File: config.mk
export PLATFORM = sky130hd
export DESIGN_NAME = fra_ram
export DESIGN_NICKNAME = d
export VERILOG_FILES = /design/src/hw/rtl/fra_ram.sv
export SDC_FILE = /design/constraint.sdc
export NUM_CORES = 1
export LEC_CHECK = 0
export BUFFER_PORTS_ARGS = -buffer_cell sky130_fd_sc_hd__buf_2
export CORE_AREA = 2 2 100 102
export CTS_CLUSTER_DIAMETER = 50
export DETAILED_ROUTE_END_ITERATION = 12
export DIE_AREA = 0 0 102 104
export GPL_ROUTABILITY_DRIVEN = 0
export HOLD_SLACK_MARGIN = 0.1
export PLACE_DENSITY_LB_ADDON = 0.08
export SYNTH_ARGS = -nofsm -noshare
export SYNTH_HDL_FRONTEND = slang
export SYNTH_SLANG_ARGS = --single-unit
File: constraint.sdc
create_clock -name i_clk -period 5.55 [get_ports i_clk]
set_clock_uncertainty 0.2 [all_clocks]
set_input_delay 0.2775 -clock i_clk [delete_from_list [all_inputs] [get_ports i_clk]]
set_output_delay 0.2775 -clock i_clk [all_outputs]
set_load 0.005 [all_outputs]
File: src/hw/rtl/fra_ram.sv
// Generic single-port-write, single-port-read RAM with registered read.
// No dependencies.
module fra_ram #(
    parameter int WIDTH = 8,
    parameter int DEPTH = 16
) (
    input  logic                     i_clk,
    input  logic                     i_we,
    input  logic [$clog2(DEPTH)-1:0] i_waddr,
    input  logic [WIDTH-1:0]         i_wdata,
    input  logic [$clog2(DEPTH)-1:0] i_raddr,
    output logic [WIDTH-1:0]         o_rdata
);
    logic [WIDTH-1:0] r_mem [DEPTH];
    always_ff @(posedge i_clk) begin
        if (i_we) begin
            r_mem[i_waddr] <= i_wdata;
        end
        o_rdata <= r_mem[i_raddr];
    end
endmodule

==> results of run 1 <==
-- worst max-delay path, cell delays in order --
cell           delay (ns)
dlygate4sd3_1        0.53
buf_2                0.17
nor3_1               1.00
-- flip-flops by register name (all words and copies together) (netlist names) --
| name | count |
|---|---|
| o_rdata | 8 |
| r_mem | 128 |
-- where the power goes --
group / leakage [nW] / switching, mW / internal (mW)
Clock: 0.309 / 0.397 / 0.822
Sequential: 1.22 / 0.00649 / 1.15
Combinational: 0.531 / 0.0584 / 0.0460
Total: 2.06 / 0.462 / 2.02
-- placed cells by master, fill, tap and decap left out, types with 2 or more instances in the layout --
master,instances
mux4_1,14
nand2_1,9
clkinv_4,3
mux4_2,18
buf_4,2
clkinvlp_4,2
nor2_1,13
nor3_1,2
nor3_2,2
bufinv_16,6
a22oi_1,16
clkbuf_1,3
nand2b_1,2
dfxtp_1,8
nand3b_1,2
buf_2,25
edfxtp_1,128
dlygate4sd3_1,11
clkbuf_16,16
-- per-stage QoR --
step                      power (mW)  worst slack, ns  std cells  instance area [um^2]  hold slack [ns]
final                           2.48             3.46        422                  6140            0.183
after global routing            2.55             3.37        422                  6140            0.201
after CTS                       2.50             3.46        422                  6140            0.155
after detailed placement        1.28             3.13        379                  5380            0.456
after global placement          1.28             3.18        379                  5380            0.447
after floorplan                 1.23             3.58        229                  5150            0.176
-- final cells by class --
cell class	count	area [um^2]	share of cell area
repair buffers	38	250	0.0408
flip-flops and latches	136	4000	0.652
clock buffers	20	425	0.0693
multi-input cells	83	1070	0.174
well taps	133	166	0.0271
clock inverters	12	226	0.0369
-- worst min path at each step --
stage	endpoint	slack [ns]	cells past startpoint
2_1_floorplan	r_mem[0][0]	0.18	0
3_3_place_gp	o_rdata[1]	0.45	3
3_5_place_dp	o_rdata[0]	0.46	3
4_1_cts	o_rdata[2]	0.15	4
5_1_grt	o_rdata[2]	0.20	4
6_report	o_rdata[2]	0.18	4
-- what timing repair did --
item                                    4_1_cts  5_1_grt
endpoints found under the setup margin        0        0
hold endpoints to repair                    144        0
resized for setup                             0        0
hold buffers                                 11        0
-- cell families after synthesis --
kind of cell | count (synthesis) | share of synthesized area
AOI/OAI and AO/OA | 16 | 0.0233
buffers and inverters | 10 | 0.0168
DFF | 136 | 0.778
muxes | 32 | 0.150
and+or+nand+nor | 35 | 0.0318
-- routing by layer --
layer,up-vias,track usage
met5,-,0
met4,0,0.0533
met3,2,0.0531
met2,61,0.290
met1,1261,0.296
li1,1064,-
==> impl_metrics.tcl, run 1 <==
set metrics [dict create \
    status "complete, no violations" \
    synth_common_cells "edfxtp_1 (128), mux4_2 (18), a22oi_1 (16), mux4_1 (14), nor2_1 (13)" \
    timing.rr.start "r_mem[1][3]" \
    cts_tree "done" \
    slew_headroom 0.162 \
    startpoint "i_waddr[1]" \
    cp-endpoint "r_mem[0][2]" \
    wl_met2_um 4780 \
    postRouteAntennaNets 0 \
    grt_pass1_wl_um 14700 \
    clkTransAtPathRegs_ns 0.06 \
    path_max_fanout 8 \
    first_iter_violations 202 \
    grt_overflow 0 \
    dieArea_mm2 0.0106 \
    synthesis.nets 247 \
    fin_crit_sh 0.376 \
    crit_path_start_kind "primary input" \
    first_pass_iters 4 \
    vias 2388 \
    core_mm2 0.00955 \
    powerDensity_mw_per_mm2 404 \
    async_reset_ff_frac 0 \
    final_nets 294 \
    wl_met1_um 4210 \
    synth_edf_count 128 \
    clock-sinks 136 \
    synth_area_leaders "edfxtp_1 (75%), mux4_2 (7.9%), mux4_1 (7.1%), dfxtp_1 (3.1%), a22oi_1 (2.3%)" \
    htreeDepth 4 \
    die_y_um 104 \
    die_w_um 102 \
    area_delta_synth_final_pct 19.3 \
    grt.total_usage 0.197 \
    synth-warning-count 0 \
    top_layer "met4" \
    syn-instance-count 229 \
    endpoint_kind "flop" \
    cts_buffer_depth 2 \
    peakVddDrop_uv 231 \
    synth_cell_types 19 \
    cts_setup_buffers 0 \
    clk_latency_ns 0.50 \
    timing_hold_violations_final 0 \
    ys_ff_latch 136 \
    ios 26 \
    setup_viol 0 \
    worst_hold_path_type "in -> reg" \
    synth_top_area_cell "edfxtp_1" \
    yosysTopAreaCellShare 0.747 \
    rows 36 \
    avgSynthCellArea_um2 22.5 \
    seq_area_frac_synth 0.778 \
    r2r.worst_path.cells 3 \
    portBuffers 25 \
    dr_wl_met3_um 413 \
    max_cap_violations 0 \
    p_leak_nw 2.06 \
    clock.fmax_ghz 0.479 \
    final_layout_size_suffix_gt1_frac 0.266 \
    initial_core_util 0.539 \
    finish.utilization 0.643 \
    fin_crit_ns 2.09 \
    hpwl_um 5610 \
    drc_errors 0 \
    required_ns 5.44 \
    avgRoutedWirePerCell_um 22.4 \
    r2r-end "o_rdata[3]" \
    wirelength_um 9440 \
    worstSetupPathType "in -> reg" \
    tightest_slew_ns 1.25 \
    reg2reg_setup_slack_ns 3.84 \
    drv_slew 0 \
    yosysMostFrequentCell "edfxtp_1" \
    synth_top_flop_cell "edfxtp_1" \
    numCtsBuffers 17 \
    arrival_ns 1.98 \
    antenna_cells 0 \
    syn-cell-area_mm2 0.00515 \
    fillCellCount 667 \
    worstHoldStart "i_raddr[2]" \
    vias_per_cell 5.66 \
    clock-root-buffer "clkbuf_8" \
    grt_max_degree 33 \
    tns_ns 0 \
    antenna_found_initial 0 \
    rsz0062_at_grt "false" \
    grt_pass1_vias 2513 \
]
No activity file was read; power rests on OpenSTA's default activity.
==> run 2: changes to the inputs <==
CORE_AREA = 2 2 101 103   (was 2 2 100 102)
DIE_AREA = 0 0 103 105   (was 0 0 102 104)
clock period = 1.9 ns   (was 5.55 ns; I/O delays follow)
==> run 2 against run 1 <==
Core utilization up 1.9 points. Sequential power rose to 2.9 times the previous value. Combinational power rose to 3.3 times the previous value. Largest cell class unchanged.
==> impl_metrics.tcl, run 2 (synthesis gave the netlist of run 1 again) <==
set metrics [dict create \
    postRouteAntennaNets 0 \
    placed_area_mm2 0.00556 \
    timing_hold_violations_final 0 \
    startpoint "i_waddr[3]" \
    ios 26 \
    powerDensity_mw_per_mm2 1110 \
    numCtsBuffers 17 \
    wl_met2_um 5110 \
    layout_common_cells "edfxtp_1 (128), buf_2 (25), dlygate4sd3_1 (20)" \
    fin_crit_ns 1.88 \
    largest_reg_flops 128 \
    vias 2527 \
    cp-endpoint "r_mem[5][1]" \
    required_ns 1.91 \
    top_register "r_mem" \
    endpoint_kind "flop" \
    crit_path_start_kind "primary input" \
    vias_per_cell 5.60 \
    wirelength_um 10200 \
    tns_ns 0 \
    cts_buffer_depth 2 \
    wl_met1_um 4420 \
    grt_max_degree 17 \
    total_power_mw 7.08 \
    dr_wl_met3_um 541 \
    area_delta_synth_final_pct 23.9 \
    rows 36 \
    setup_viol 0 \
    antenna_cells 0 \
    drc_errors 0 \
    antenna_found_initial 0 \
    portBuffers 25 \
    initial_core_util 0.534 \
    final_layout_size_suffix_gt1_frac 0.302 \
    worstSetupPathType "in -> reg" \
    setup_ws_ns 0.0229 \
    reg_top3 "r_mem (128), o_rdata (8)" \
    core_mm2 0.00964 \
    grt_pass1_wl_um 15300 \
    pre_cts_ws_ns 0.191 \
    worst_hold_path_type "in -> reg" \
    die_y_um 105 \
    first_iter_violations 153 \
    clock-root-buffer "clkbuf_8" \
    path_max_fanout 8 \
    reg2reg_setup_slack_ns 0.30 \
    hold_buffers 20 \
    grt.total_usage 0.208 \
    hpwl_um 6010 \
    fillCellCount 671 \
    final_nets 323 \
    rsz0062_at_grt "false" \
    grt_pass1_vias 2619 \
    final_common_cell "edfxtp_1" \
    timing.rr.start "r_mem[0][1]" \
    clock-sinks 136 \
    first_pass_iters 4 \
    post_cts_resized 0 \
    tightest_slew_ns 0.429 \
    stdcell_area_mm2 0.00638 \
    max_cap_violations 0 \
    htreeDepth 4 \
    drv_slew 0 \
    status "complete, no violations" \
    cts_tree "done" \
    top_layer "met4" \
    avgRoutedWirePerCell_um 22.6 \
    dieArea_mm2 0.0108 \
    die_w_um 103 \
    peakVddDrop_uv 665 \
    p_leak_nw 2.20 \
    cts_setup_buffers 0 \
    grt_overflow 0 \
    slew_headroom 0.714 \
    r2r-end "o_rdata[1]" \
    fin_crit_sh 0.988 \
    r2r.worst_path.cells 3 \
    arrival_ns 1.88 \
    clkTransAtPathRegs_ns 0.06 \
    clk_latency_ns 0.51 \
    clock.fmax_ghz 0.533 \
    finish.utilization 0.661 \
]
## run 2: per-layer routing
layer / global-route usage / vias up
met3: 0.0649 / 12
li1: - / 1128
met1: 0.285 / 1321
met2: 0.321 / 66
met5: 0 / -
met4: 0.0648 / 0
## run 2: how the worst min path moves through the flow
stage | start | to | slack (ns) | cells past startpoint
2_1_floorplan | i_wdata[0] | r_mem[0][0] | -0.006 | 0
3_3_place_gp | i_wdata[5] | r_mem[14][5] | 0.28 | 1
3_5_place_dp | o_rdata[2] | o_rdata[2] | 0.27 | 1
4_1_cts | i_wdata[1] | r_mem[13][1] | 0.30 | 2
5_1_grt | i_wdata[0] | r_mem[13][0] | 0.33 | 2
6_report | i_wdata[5] | r_mem[14][5] | 0.31 | 2
## run 2: cell type report
cell class	instances	area [um^2]	area share
Timing Repair Buffer	67	528	0.0828
Clock buffer	21	449	0.0704
Multi-Input combinational cell	83	1060	0.166
Tap cell	133	166	0.0261
Clock inverter	11	171	0.0269
Sequential cell	136	4000	0.628
## run 2: through the flow
stage	std cells	hold WS [ns]
2_1_floorplan	229	-0.00613
3_3_place_gp	399	0.284
3_5_place_dp	399	0.270
4_1_cts	451	0.303
5_1_grt	451	0.326
6_report	451	0.311
## run 2: power by group
part	leakage, nW	internal [mW]	switching, mW
combinational	0.685	0.167	0.181
clock	0.286	2.20	1.16
sequential	1.22	3.36	0.0214
total	2.20	5.72	1.36
## run 2: worst max-delay path: stages
cell and delay (ns):
dlygate4sd3_1 0.53, buf_2 0.14, nand3b_1 0.18, dlygate4sd3_1 0.62, nor2_1 0.12, buf_4 0.20
==> run 3: changes to the inputs <==
CORE_AREA = 2 2 100 102   (was 2 2 101 103)
DIE_AREA = 0 0 102 104   (was 0 0 103 105)
clock period = 2.3 ns   (was 1.9 ns; I/O delays follow)
==> run 3 against run 2 <==
Combinational power shrank 20%. Final area shrank 0.98%. Non-clock buffer count decreased by 1. First-iteration DRC count is 28% higher. Clock-buffer cell count decreased by 3. Largest power group unchanged.
==> impl_metrics.tcl, run 3 (synthesis gave the netlist of run 1 again) <==
set metrics [dict create \
    grt.total_usage 0.198 \
    crit_path_cell_trace "dlygate4sd3_1, buf_2, nand3b_1, dlygate4sd3_1, nor2_1, dlygate4sd3_1" \
    worstSetupPathType "in -> reg" \
    fin_crit_sh 0.985 \
    hold_depth 5 \
    dieArea_mm2 0.0106 \
    crit_path_start_kind "primary input" \
    r2r.worst_path.cells 4 \
    tightest_slew_ns 0.793 \
    final_common_cell "edfxtp_1" \
    total_power_mw 5.65 \
    cts_setup_buffers 0 \
    peakVddDrop_uv 485 \
    timing.rr.start "r_mem[5][3]" \
    core_mm2 0.00955 \
    slowest_stage "dlygate4sd3_1" \
    required_ns 2.32 \
    reg2reg_setup_slack_ns 0.29 \
    worstHoldStart "i_raddr[0]" \
    die_y_um 104 \
    vias_per_cell 5.56 \
    wirelength_um 9510 \
    antenna_found_initial 0 \
    htreeDepth 4 \
    grt_overflow 0 \
    grt_pass1_wl_um 14700 \
    endpoint_kind "flop" \
    numCtsBuffers 17 \
    top_register "r_mem" \
    slowest_delay_ns 0.60 \
    final_nets 322 \
    largest_reg_flops 128 \
    rsz0062_at_grt "false" \
    fillCellCount 662 \
    initial_core_util 0.539 \
    clock.fmax_ghz 0.441 \
    area_delta_synth_final_pct 22.7 \
    grt_max_degree 33 \
    slew_headroom 0.471 \
    p_leak_nw 2.17 \
    clkTransAtPathRegs_ns 0.06 \
    fin_crit_ns 2.27 \
    max_cap_violations 0 \
    avgRoutedWirePerCell_um 21.2 \
    drv_slew 0 \
    min_to "o_rdata[0]" \
    setup_viol 0 \
    vias 2491 \
    timing_hold_violations_final 0 \
    cp_common_cell "dlygate4sd3_1" \
    post_cts_resized 0 \
    stdcell_area_mm2 0.00631 \
    first_pass_iters 6 \
    placed_area_mm2 0.00552 \
    cts_tree "done" \
    clock-sinks 136 \
    layout_common_cells "edfxtp_1 (128), buf_2 (25), dlygate4sd3_1 (22)" \
    drc_errors 0 \
    clock-root-buffer "clkbuf_8" \
    reg_top3 "r_mem (128), o_rdata (8)" \
    ios 26 \
    first_iter_violations 196 \
    hpwl_um 5840 \
    final_layout_size_suffix_gt1_frac 0.292 \
    hold_buffers 22 \
    clk_latency_ns 0.50 \
    powerDensity_mw_per_mm2 894 \
    status "complete, no violations" \
    rows 36 \
    tns_ns 0 \
    final.hold.worst_slack_ns 0.190 \
    worst_hold_path_type "in -> reg" \
    arrival_ns 2.28 \
    cts_buffer_depth 2 \
    die_w_um 102 \
    antenna_cells 0 \
    postRouteAntennaNets 0 \
    grt_pass1_vias 2584 \
    r2r-end "o_rdata[3]" \
    path_max_fanout 4 \
    portBuffers 25 \
]
## run 3: cell count changes in the layout (fill, tap and decap cells not counted), sizes merged
cell         delta
clkinv          +5
clkinvlp        -3
clkbuf          -3
bufinv          -1
dlygate4sd3     +2
buf             -3
## run 3: worst max-delay path by stage
stage | startpoint | slack [ns] | cells past startpoint | endpoint
final | i_waddr[2] | 0.03 | 6 | r_mem[10][0]
after global placement | i_raddr[0] | 0.52 | 5 | o_rdata[0]
after floorplan | i_waddr[2] | 0.49 | 2 | r_mem[0][0]
after detailed placement | i_raddr[0] | 0.51 | 5 | o_rdata[0]
after global routing | i_waddr[2] | 0.02 | 6 | r_mem[10][0]
after CTS | i_waddr[2] | 0.07 | 6 | r_mem[10][0]
## run 3: power breakdown
part / internal (mW) / switching, mW / total [mW]
clock: 1.64 / 0.945 / 2.58
combinational: 0.135 / 0.143 / 0.278
sequential: 2.77 / 0.0169 / 2.79
## run 3: metrics by stage
stage	utilization	cells	setup slack [ns]
2_1_floorplan	-	229	0.492
3_3_place_gp	0.578	396	0.517
3_5_place_dp	0.578	396	0.509
4_1_cts	0.661	448	0.0728
5_1_grt	0.661	448	0.0193
6_report	0.661	448	0.0349
## run 3: layer usage
layer  wire [um]  vias up  GRT usage  share of wire
met2        4780       68      0.296           0.50
met3         345        4     0.0517          0.036
met4          49        0     0.0552         0.0052
li1            -     1122          -              -
met1        4330     1297      0.294           0.46
met5           0        -          0              0
## run 3: worst max-delay path, delay by kind of cell
family | cells | cell delay (ns)
buffers and inverters | 4 | 1.84
AND/OR/NAND/NOR | 2 | 0.31
## run 3: layout make-up
| cell class | instances | area [um^2] | area share |
|---|---|---|---|
| Sequential cell | 136 | 4000 | 0.634 |
| Tap cell | 133 | 166 | 0.0264 |
| Clock buffer | 18 | 418 | 0.0662 |
| Clock inverter | 12 | 155 | 0.0246 |
| Timing Repair Buffer | 66 | 513 | 0.0813 |
| Multi-Input combinational cell | 83 | 1060 | 0.167 |
